`config.mk`:
```
export PLATFORM = sky130hd
export DESIGN_NAME = vc3_cell
export DESIGN_NICKNAME = d
export VERILOG_FILES = /design/src/sv/vc3_cell.sv
export SDC_FILE = /design/constraint.sdc
export NUM_CORES = 1
export LEC_CHECK = 0
export BUFFER_PORTS_ARGS = -buffer_cell sky130_fd_sc_hd__buf_2
export CAP_MARGIN = 20
export CELL_PAD_IN_SITES_DETAIL_PLACEMENT = 1
export CELL_PAD_IN_SITES_GLOBAL_PLACEMENT = 1
export CORE_UTILIZATION = 45
export CTS_CLUSTER_DIAMETER = 80
export DETAILED_ROUTE_END_ITERATION = 16
export PLACE_DENSITY = 0.83
export SYNTH_ARGS = -nofsm -noshare
export SYNTH_HDL_FRONTEND = slang
export SYNTH_SLANG_ARGS = --single-unit
```
`constraint.sdc`:
```
create_clock -name clk -period 6.05 [get_ports clk]
set_input_delay 0.3025 -clock clk [delete_from_list [all_inputs] [get_ports clk]]
set_output_delay 0.3025 -clock clk [all_outputs]
set_load 0.01 [all_outputs]
```
`src/sv/vc3_cell.sv`:
```
// Window cell: holds one sample, passes it to its neighbor and multiplies it by its coefficient.
module vc3_cell (
    input  logic               clk,
    input  logic               en,
    input  logic               adv,
    input  logic signed [15:0] sample_in,
    input  logic signed [15:0] coef,
    output logic signed [15:0] sample,
    output logic signed [31:0] product
);
    logic signed [15:0] sample_reg;
    logic signed [31:0] product_reg;

    always_ff @(posedge clk)
    begin
        if (en)
        begin
            sample_reg <= sample_in;
        end
        if (adv)
        begin
            // A cell outside the active window may hold a sample from an unfilled buffer.
            if (coef == '0)
            begin
                product_reg <= '0;
            end
            else
            begin
                product_reg <= sample_reg * coef;
            end
        end
    end

    assign sample  = sample_reg;
    assign product = product_reg;
endmodule

```
Word-level counts from Yosys, hierarchy flattened
Cells that the tools add are included.
{ "word_totals": {"ff_bits": 48, "input_bits": 35, "out_inout_bits": 48} }
{ "op_classes": {"multipliers": 1, "n_reduce_logical": 1} }
{ "op_table": {"columns": ["cell", "count"], "rows": [
  ["$mul 16x16->32", 1],
  ["$logic_not 16->1", 1]
]} }

Logic depth before layout (Yosys ltp)
{ "logic_depth": {"depth_word": 1, "ltp_mapped": 22, "ltp_nobuf": 20} }

Worst setup path before layout
No wires, ideal clock.
{ "synth_timing": {"kind": "register to register", "start": "reg sample_reg[15], in the netlist sample[15]", "end": "reg product_reg[30], in the netlist product[30], data pin", "arrival_ps": 5747, "setup_slack_ps": 35, "stages_incl_launch_ff": 20, "path_cell_list": "edfxtp_1 -> clkbuf_1 -> nand2_1 -> inv_1 -> fa_1 -> fa_1 -> fa_1 -> fa_1 -> fa_1 -> inv_1 -> fa_1 -> inv_1 -> ha_1 -> a21o_1 -> a21o_1 -> a21o_1 -> a21o_1 -> a21o_1 -> o21ai_0 -> o221ai_2"} }
{ "synth_via": {"elab_chain_cells": 1} }
{ "synth_rtl": {"columns": ["element", "line_no", "rtl"], "rows": [
  ["start: declaration", "11", "logic signed [15:0] sample_reg;"],
  ["start signal: assignment", "18", "sample_reg <= sample_in;"],
  ["$mul 16x16->32", "29", "product_reg <= sample_reg * coef;"],
  ["end signal: assignment", "29", null],
  ["end: declaration", "12", "logic signed [31:0] product_reg;"]
]} }
Every way passes these cells.
A chain may end at the register's enable or synchronous reset.

Worst setup path after layout
{ "layout_timing": {"start": "reg sample_reg[12], in the netlist sample[12]", "end": "reg product_reg[30], in the netlist product[30], data pin"} }
The elaborated chain is that of the path after synthesis.

==> reports/metrics.csv <==
metric;value;unit
# DRC;0;
Post-synth EDFFs;48;
fin. max-slew vios;0;
Placer Congestion;0.851;
first-pass GRT wire length;55600;µm
worst path arrival time;6.14;ns
gr ovfl total;0;
Core Footprint;25200;µm²
design area;13400;µm²
Final Setup Violations;0;
drt first pass iters;5;
drt initial violations;492;
Total Nets Final;1701;
vias;8998;
CTS tree;built;
worst hold path class;primary input to flip-flop;
crit path launch;sample[12];
Slew @ Worst Pin;0.939;ns
non-filler cells, final;1652;
Inst Count DP;1630;
sequential area share after synthesis;0.125;
Cell Area, Synth;11500;µm²
Layout area overhead;15.9;%
status;finished, final reports clean;
commonest non-fill, non-tap cell in the layout;inv_1;
Data required, critical path;6.20;ns
H-tree Lvls;2;
antenna-violating nets left;0;
Synthesized Nets;1558;
ys async rst share;0;
Worst slew margin;0.372;
vias in the first global route;10600;
Max clock buf depth;2;
Via density;5.45;
max reg flops;32;
Main synth FF type;edfxtp_1;
Crit Path Max Fanout;9;
commonest cells after routing, fill and taps aside;288 x inv_1, 255 x fa_1, 131 x nand2_1, 123 x and2_1, 84 x buf_4;
Peak Freq;167;MHz
initial antenna violation count;0;
Initial Utilization;0.458;
worst min-delay path startpoint;sample_in[14];
Clk pin slew, worst setup/hold paths;0.09;ns
Synth Area per Inst;9.79;µm²
Num CTS Buffers;5;
proportion of layout cells with a drive suffix above 1;0.171;
IO Pins;83;
DIE AREA;26300;µm²
largest net degree at the start of global routing;33;
endpoints failing hold;0;
Yosys warnings;0;
Synth Register Bits;48;
IO buf count;82;
Setup CP Type;flip-flop to flip-flop;
# diodes;0;
reg2reg setup slack;0.06;ns
Routed WL per cell;21.7;µm
cells after synthesis;1179;
GRT Total Usage;0.283;
Post-DP Area;12900;µm²
Post-DP HPWL;29700;µm
clk_lat worst skew;0.31;ns
MaxCap Viol Count;0;
row cnt;58;
worst r2r src;sample[12];
Die Y-Extent;162;µm
WL final;35900;µm
clock sink count;48;
fin crit period;5.99;ns
unrepaired setup endpoints after global routing;yes;
Chip Width;162;µm
Worst Setup Start Kind;flip-flop;
post-synthesis cell type count;47;
Root Driver;clkbuf_16;
crit end category;flip-flop;
clock skew;0.0166;ns
fin crit share;0.991;
==> layout make-up <==
type	instances	area, µm²
timing repair buffer	177	1230
inverter	291	1090
clock buffer	5	125
fill	2859	11800
clock inverter	2	60.1
tap	330	413
sequential	48	1440
multi-input combinational	799	9020
==> cells by family after synthesis <==
family / count (synthesis) / share of synthesized area
AND/OR/NAND/NOR: 332 / 0.144
AO/OA/AOI/OAI: 93 / 0.0566
XOR/XNOR: 27 / 0.0205
buffers and inverters: 332 / 0.108
flip-flops: 48 / 0.125
multiplexers: 3 / 0.00260
adder cells (fa/ha/maj): 344 / 0.543
==> cell usage after synthesis, types with 3 or more instances <==
library cell	number	share of area
edfxtp_1	48	0.12
nor3_1	5	0.0022
nand2b_1	8	0.0043
and2_1	126	0.068
a31oi_1	3	0.0016
fa_1	262	0.45
o21ai_0	15	0.0065
a211o_1	4	0.0030
a211oi_1	3	0.0020
o211ai_1	3	0.0020
clkbuf_1	38	0.012
o21a_1	4	0.0026
mux2i_1	3	0.0026
nor2_1	36	0.012
a21o_1	20	0.013
inv_1	291	0.095
ha_1	82	0.089
a21oi_1	20	0.0087
nor4_1	4	0.0022
nand3_1	9	0.0039
xnor2_1	19	0.014
nand2_1	131	0.043
xor2_1	8	0.0061
o21bai_1	5	0.0033
==> worst max-delay path, cell delays in order, from the launching register on <==
cell and delay, ns:
edfxtp_1 0.43, buf_4 0.22, buf_4 0.17, and2_1 0.17, fa_1 0.40, fa_1 0.58
fa_1 0.45, fa_1 0.54, fa_1 0.50, inv_1 0.05, fa_1 0.50, inv_1 0.06
ha_1 0.30, a21o_1 0.17, a211o_1 0.35, a211o_4 0.32, and4b_4 0.22, or2_1 0.24
o221ai_2 0.15
==> metrics by stage <==
stage           util  worst slack (ns)  setup TNS, ns  hold WS, ns
2_1_floorplan      -            0.0347              0        0.401
3_3_place_gp   0.512            0.0162              0        0.480
3_5_place_dp   0.512            -0.124         -0.502        0.483
4_1_cts        0.523           -0.0411        -0.0766        0.161
5_1_grt        0.531            -0.111         -0.626        0.163
6_report       0.531            0.0575              0        0.161
==> routing by layer <==
layer	global-route usage	vias to the layer above	routed length, µm	share of wire
li1	-	3802	-	-
met1	0.301	4771	12500	0.35
met2	0.549	294	20100	0.56
met3	0.0240	131	1120	0.031
met4	0.156	0	2120	0.059
met5	0	-	0	0
==> worst paths after layout <==
kind	endpoint	cells past startpoint
max	product[30]	18
min	sample[14]	1
max reg2reg	product[30]	18
min reg2reg	product[1]	4
==> what timing repair did <==
action | in CTS | in global routing
hold buffers | 0 | 0
gates resized for setup | 5 | 41
buffers inserted | 9 | 6
endpoints found under the setup margin | 10 | 13
pin swaps | 1 | 21
Power is left out: the tool's default activity adds up to more than one toggle a clock period on the data nets, which glitch-free logic cannot reach.
