--- config.mk ---
export PLATFORM = sky130hd
export DESIGN_NAME = vc3_delay
export DESIGN_NICKNAME = d
export VERILOG_FILES = /design/src/sv/vc3_ram.sv /design/src/sv/vc3_delay.sv
export SDC_FILE = /design/constraint.sdc
export NUM_CORES = 1
export LEC_CHECK = 0
export ABC_CLOCK_PERIOD_IN_PS = 3900
export BUFFER_PORTS_ARGS = -buffer_cell sky130_fd_sc_hd__buf_2
export CAP_MARGIN = 20
export CORE_MARGIN = 3
export CORE_UTILIZATION = 42
export CTS_CLUSTER_DIAMETER = 50
export DETAILED_ROUTE_END_ITERATION = 10
export GPL_ROUTABILITY_DRIVEN = 1
export PLACE_DENSITY_LB_ADDON = 0.3
export RECOVER_POWER = 50
export SYNTH_ARGS = -nofsm -noshare
export SYNTH_HDL_FRONTEND = slang
export SYNTH_SLANG_ARGS = --single-unit
--- constraint.sdc ---
create_clock -name clk -period 3.9 [get_ports clk]
set_input_delay 0.195 -clock clk [delete_from_list [all_inputs] [get_ports clk]]
set_output_delay 0.195 -clock clk [all_outputs]
set_load 0.03 [all_outputs]
--- src/sv/vc3_ram.sv ---
// Generic single-port RAM with registered read that returns the old data on a write.
module vc3_ram #(
    parameter int WIDTH = 16,
    parameter int DEPTH = 64
) (
    input  logic                                 clk,
    input  logic                                 en,
    input  logic [(DEPTH > 1 ? $clog2(DEPTH) : 1)-1:0] addr,
    input  logic [WIDTH-1:0]                     wdata,
    output logic [WIDTH-1:0]                     rdata
);
    logic [WIDTH-1:0] mem_reg [DEPTH];
    logic [WIDTH-1:0] rdata_reg;

    always_ff @(posedge clk)
    begin
        if (en)
        begin
            mem_reg[addr] <= wdata;
            rdata_reg     <= mem_reg[addr];
        end
    end

    assign rdata = rdata_reg;
endmodule

--- src/sv/vc3_delay.sv ---
// Programmable-length delay line for samples, built on a ring in RAM.
module vc3_delay #(
    parameter int DEPTH = 64,
    parameter int LW    = 7
) (
    input  logic                clk,
    input  logic                rst_n,
    input  logic                en,
    input  logic                restart,
    input  logic [LW-1:0]       len,
    input  logic signed [15:0]  din,
    output logic signed [15:0]  dout
);
    localparam int AW = (DEPTH > 1) ? $clog2(DEPTH) : 1;

    logic [AW-1:0] ptr_reg;
    logic [AW-1:0] ptr_next;
    logic [15:0]   rdata;

    always_comb
    begin
        ptr_next = ptr_reg;
        if (restart)
        begin
            ptr_next = '0;
        end
        else if (en)
        begin
            if (32'(ptr_reg) + 32'd1 >= 32'(len))
            begin
                ptr_next = '0;
            end
            else
            begin
                ptr_next = ptr_reg + AW'(1);
            end
        end
    end

    always_ff @(posedge clk or negedge rst_n)
    begin
        if (!rst_n)
        begin
            ptr_reg <= '0;
        end
        else
        begin
            ptr_reg <= ptr_next;
        end
    end

    vc3_ram #(
        .WIDTH (16),
        .DEPTH (DEPTH)
    ) u_ram (
        .clk   (clk),
        .en    (en),
        .addr  (ptr_reg),
        .wdata (din),
        .rdata (rdata)
    );

    assign dout = $signed(rdata);
endmodule

# == Word-level counts from Yosys, hierarchy flattened ==
# Memories as Yosys holds them, arrays and structs flattened. A register that Yosys moved wholly into a read port is not among the register bits.
# Index checks and enable logic that the tools add are counted.
# totals
ff_bits,6
ram_bits,1024
inputBits,27
word_cells,11
output_inout_bits,16
n_memories,1
# memory_table
name,depth,width,rd,rd_clocked_by_memory_dff,wr,line_no,text
u_ram.mem_reg,64,16,1,1,1,vc3_ram.sv:12,logic [WIDTH-1:0] mem_reg [DEPTH];
# classes
n_reduce_logical,1
order_cmp,1
muxes,5
n_addsub,2
# op_table
op,n
6-bit two-way mux,3
"6-bit by 1-bit adder with 7-bit output, second input constant",1
7-bit greater-or-equal comparator,1
"6-bit by 1-bit adder with 6-bit output, second input constant",1
1-bit two-way mux,2
2-bit nonzero test,1

# == Depth between registers and ports, before layout ==
# depth
word_depth,5
ltp_mapped,14
ltp_nobuf,10

# == Modules after synthesis ==
# From an unflattened synthesis, not the netlist that was laid out.
# unflattened
cells_unflattened,2314
hier_area_um2,40131.0
# by_module_without_submodules
module,area_per_inst_um2,instances,seq_area_each_um2,cells_per_inst
vc3_ram,39640.5,1,31230.0,2264
vc3_delay,490.5,1,150.1,50

# == Worst setup path after synthesis ==
# No wires, ideal clock.
# synth_path
path_type,register to register
startpoint,register ptr_reg[1]
endpoint,"memory u_ram.mem_reg[13][0], enable pin"
stages_incl_launch_ff,9
slack_ns,1.179
path_buffers,5
required_ns,3.512
t_arrival_ns,2.332
setup_ns,0.388
period_less_slack_ns,2.721
cell_sequence,dfrtp_1 buf_6 buf_4 buf_2 buf_2 buf_2 nor2b_1 nand2_1 nor2_1
# synth_rtl
item,line_no,text
from (decl),vc3_delay.sv:16,logic [AW-1:0] ptr_reg;
from (signal assigned),vc3_delay.sv:48,ptr_reg <= ptr_next;
to (decl),vc3_ram.sv:12,
# No word-level cell before the write port.

# == Worst setup path in the final report ==
# layout_path
startpoint,register ptr_reg[0]
endpoint,"memory u_ram.mem_reg[59][14], enable pin"
# No word-level cell before the write port.

==> results.md <==
- Placed cells: 3,630
- Synth unique cells: 63
- CTS Hold Bufs: 4
- Leak Pwr: 14.2 nW
- TritonCTS clock tree: yes
- Post-DP Area: 42,700 sq um
- CTS buffer count: 112
- GRT overflow: 0
- CP max FO: 27
- Max Clock Freq: 278 MHz
- Cell Area, Synth: 40,400 sq um
- Pin count of the biggest net entering global routing: 68
- Syn_nets: 2,378
- Slew @ Worst Pin: 3.38 ns
- Commonest non-fill, non-tap cells in the layout: edfxtp_1 (1,040), a22oi_1 (205), nor2_1 (145)
- Post-Syn Instances: 2,343
- Sequential area share after synthesis: 0.776
- Worst r2r path cells: 5
- Critical Path AT: 3.95 ns
- R2r endpoint: u_ram.mem_reg[59][14]
- Routed wl met2: 53.2 mm
- Hold Crit Depth: 6
- Warning count from the yosys run: 0
- Power density over the cells: 521 nW/um^2
- Vias in the first global route: 23,200
- Antenna violations before repair: 9
- Post-CTS Resized: 0
- Critical Path Source Type: register
- Clock Path Buffers: 3
- Core area: 95,200 sq um
- Root Driver: clkbuf_16
- Worst-Skew Late Latency: 0.68 ns
- Die width: 316 um
- IO Pins: 43
- EDFF count, synth: 1,040
- Failing checks: max-capacitance violations, max-slew violations
- Post-route ant nets: 0
- Vias per cell: 6.22
- Metal3 WL: 11.4 mm
- Total power: 24.0 mW
- Critical path type: register to register
- Initial Util: 0.425
- Final Non-Filler Cells: 3,843
- Synthesized flop and latch total: 1,046
- Mean Syn Cell Area: 17.3 sq um
- Tcrit/Tclk final: 0.923
- Wire per inst: 30.1 um
- Layout cells sized above 1: 0.156
- Status: complete, but fails checks
- Clock transition at path regs: 0.06 ns
- HP Start: len[6]
- 1st-iter DRT viols: 3,523
- Die Y-Extent: 316 um
- Final setup vio count: 0
- Via Count: 23,900
- Max-Cap Viols: 21
- Crit path time final: 3.60 ns
- I/O Buffers: 42
- Hold worst-path end: ptr_reg[1]
- CTS H-Tree Depth: 3
- CTS Sinks: 1,046
- Post-route setup TNS: 0 ns
- Clock Skew: 0.0297 ns
- Syn-to-layout area delta: 14.1%
- Top_reg_cell synth: edfxtp_1
- Top Metal Used: met5
- RSZ-0062 raised after global routing: false
- HPWL Detailed: 71.5 mm
- Met1 Wirelength: 46.3 mm
- Hold Fails Final Rpt: 0
- Worst EP required: 4.25 ns
- Reg2Reg Launch Point: ptr_reg[0]
- Global-route wire length before repair: 166 mm
- Flop2flop setup slack: 0.30 ns
- Slew HR: -1.25
- Drt drc: 0
- Final WL: 116 mm
- FFs w/ async S/R, synth: 0.00574
- Pins Over Slew Limit: 836
- CP Capture Type: register
- GP Congestion: 0.883
- Commonest non-fill, non-tap cell in the layout: edfxtp_1
- GRT Total Usage: 0.229
- Max reg flops: 1,024
- Hold Path Class: input pin to register
- Die ar.: 100,000 sq um
- Setup Fix Bufs, Post-CTS: 0
- Final instance area: 46,100 sq um
- Worst vdd ir: 0.375 mV
- First-pass DRT Iterations: 6
- Cell Rows: 113
- Nets: 2,518
[how the worst max path moves through the flow]
stage                          start                    end  slack, ns  cells past startpoint
after floorplan           ptr_reg[1]   u_ram.mem_reg[13][0]       1.18                      8
after global routing      ptr_reg[0]             ptr_reg[2]       0.19                     11
after detailed placement  ptr_reg[0]   u_ram.mem_reg[59][6]       0.39                      5
after CTS                 ptr_reg[0]  u_ram.mem_reg[59][14]       0.37                      5
after global placement    ptr_reg[0]         u_ram.rdata[7]       0.31                      7
final                     ptr_reg[0]  u_ram.mem_reg[59][14]       0.30                      5
[kinds of logic after synthesis]
logic type | Yosys count | synth area share
DFF | 1046 | 0.776
AOI/OAI and AO/OA | 684 | 0.126
and+or+nand+nor | 290 | 0.0324
buffers and inverters | 189 | 0.0242
muxes | 122 | 0.0378
adders and majority gates | 8 | 0.00248
xor gates and xnor gates | 4 | 0.000867
[per-stage QoR]
stage	setup slack [ns]	utilization	hold slack [ns]
after global routing	0.191	0.484	0.376
after CTS	0.368	0.485	0.0126
after floorplan	1.18	-	-0.101
final	0.301	0.485	0.346
after detailed placement	0.387	0.449	0.0333
after global placement	0.309	0.449	0.0263
[area by class of cell]
| cell class | count | area [sq um] |
|---|---|---|
| clock inverter | 71 | 529 |
| timing repair buffer | 206 | 1550 |
| multi-input combinational | 1108 | 8110 |
| inverter | 9 | 33.8 |
| clock buffer | 134 | 2910 |
| fill | 7838 | 49000 |
| sequential | 1046 | 31400 |
| tap | 1265 | 1580 |
| antenna | 4 | 10.0 |
[per-layer routing]
layer  GRT usage  vias up
li1            -     9992
met1       0.323    12300
met2       0.353     1372
met3      0.0482      214
met4      0.0879        6
met5           0        -
[critical path, stage by stage, from the launching register on]
cell	delay (ns)
dfrtp_4	0.71
nor2b_4	0.76
buf_12	0.29
nand3_1	0.61
nor2_1	0.52
buf_4	0.32
[synthesized netlist by cell type (all sizes together), types with 21 or more instances]
cell type,instances,area [sq um]
edfxtp,1040,31200
a22oi,205,1540
a221oi,149,1370
nor2,147,552
buf,115,699
a21oi,75,375
o22ai,68,425
mux2i,66,661
clkbuf,65,244
o21ai,65,325
nand2,64,240
mux2,35,394
mux4,21,473
[report_power, final]
part	internal (mW)	switching, mW	total [mW]
sequential	12.5	0.0627	12.5
combinational	0.488	1.08	1.57
clock	5.64	4.30	9.94
(Power assumes the default switching activity.)
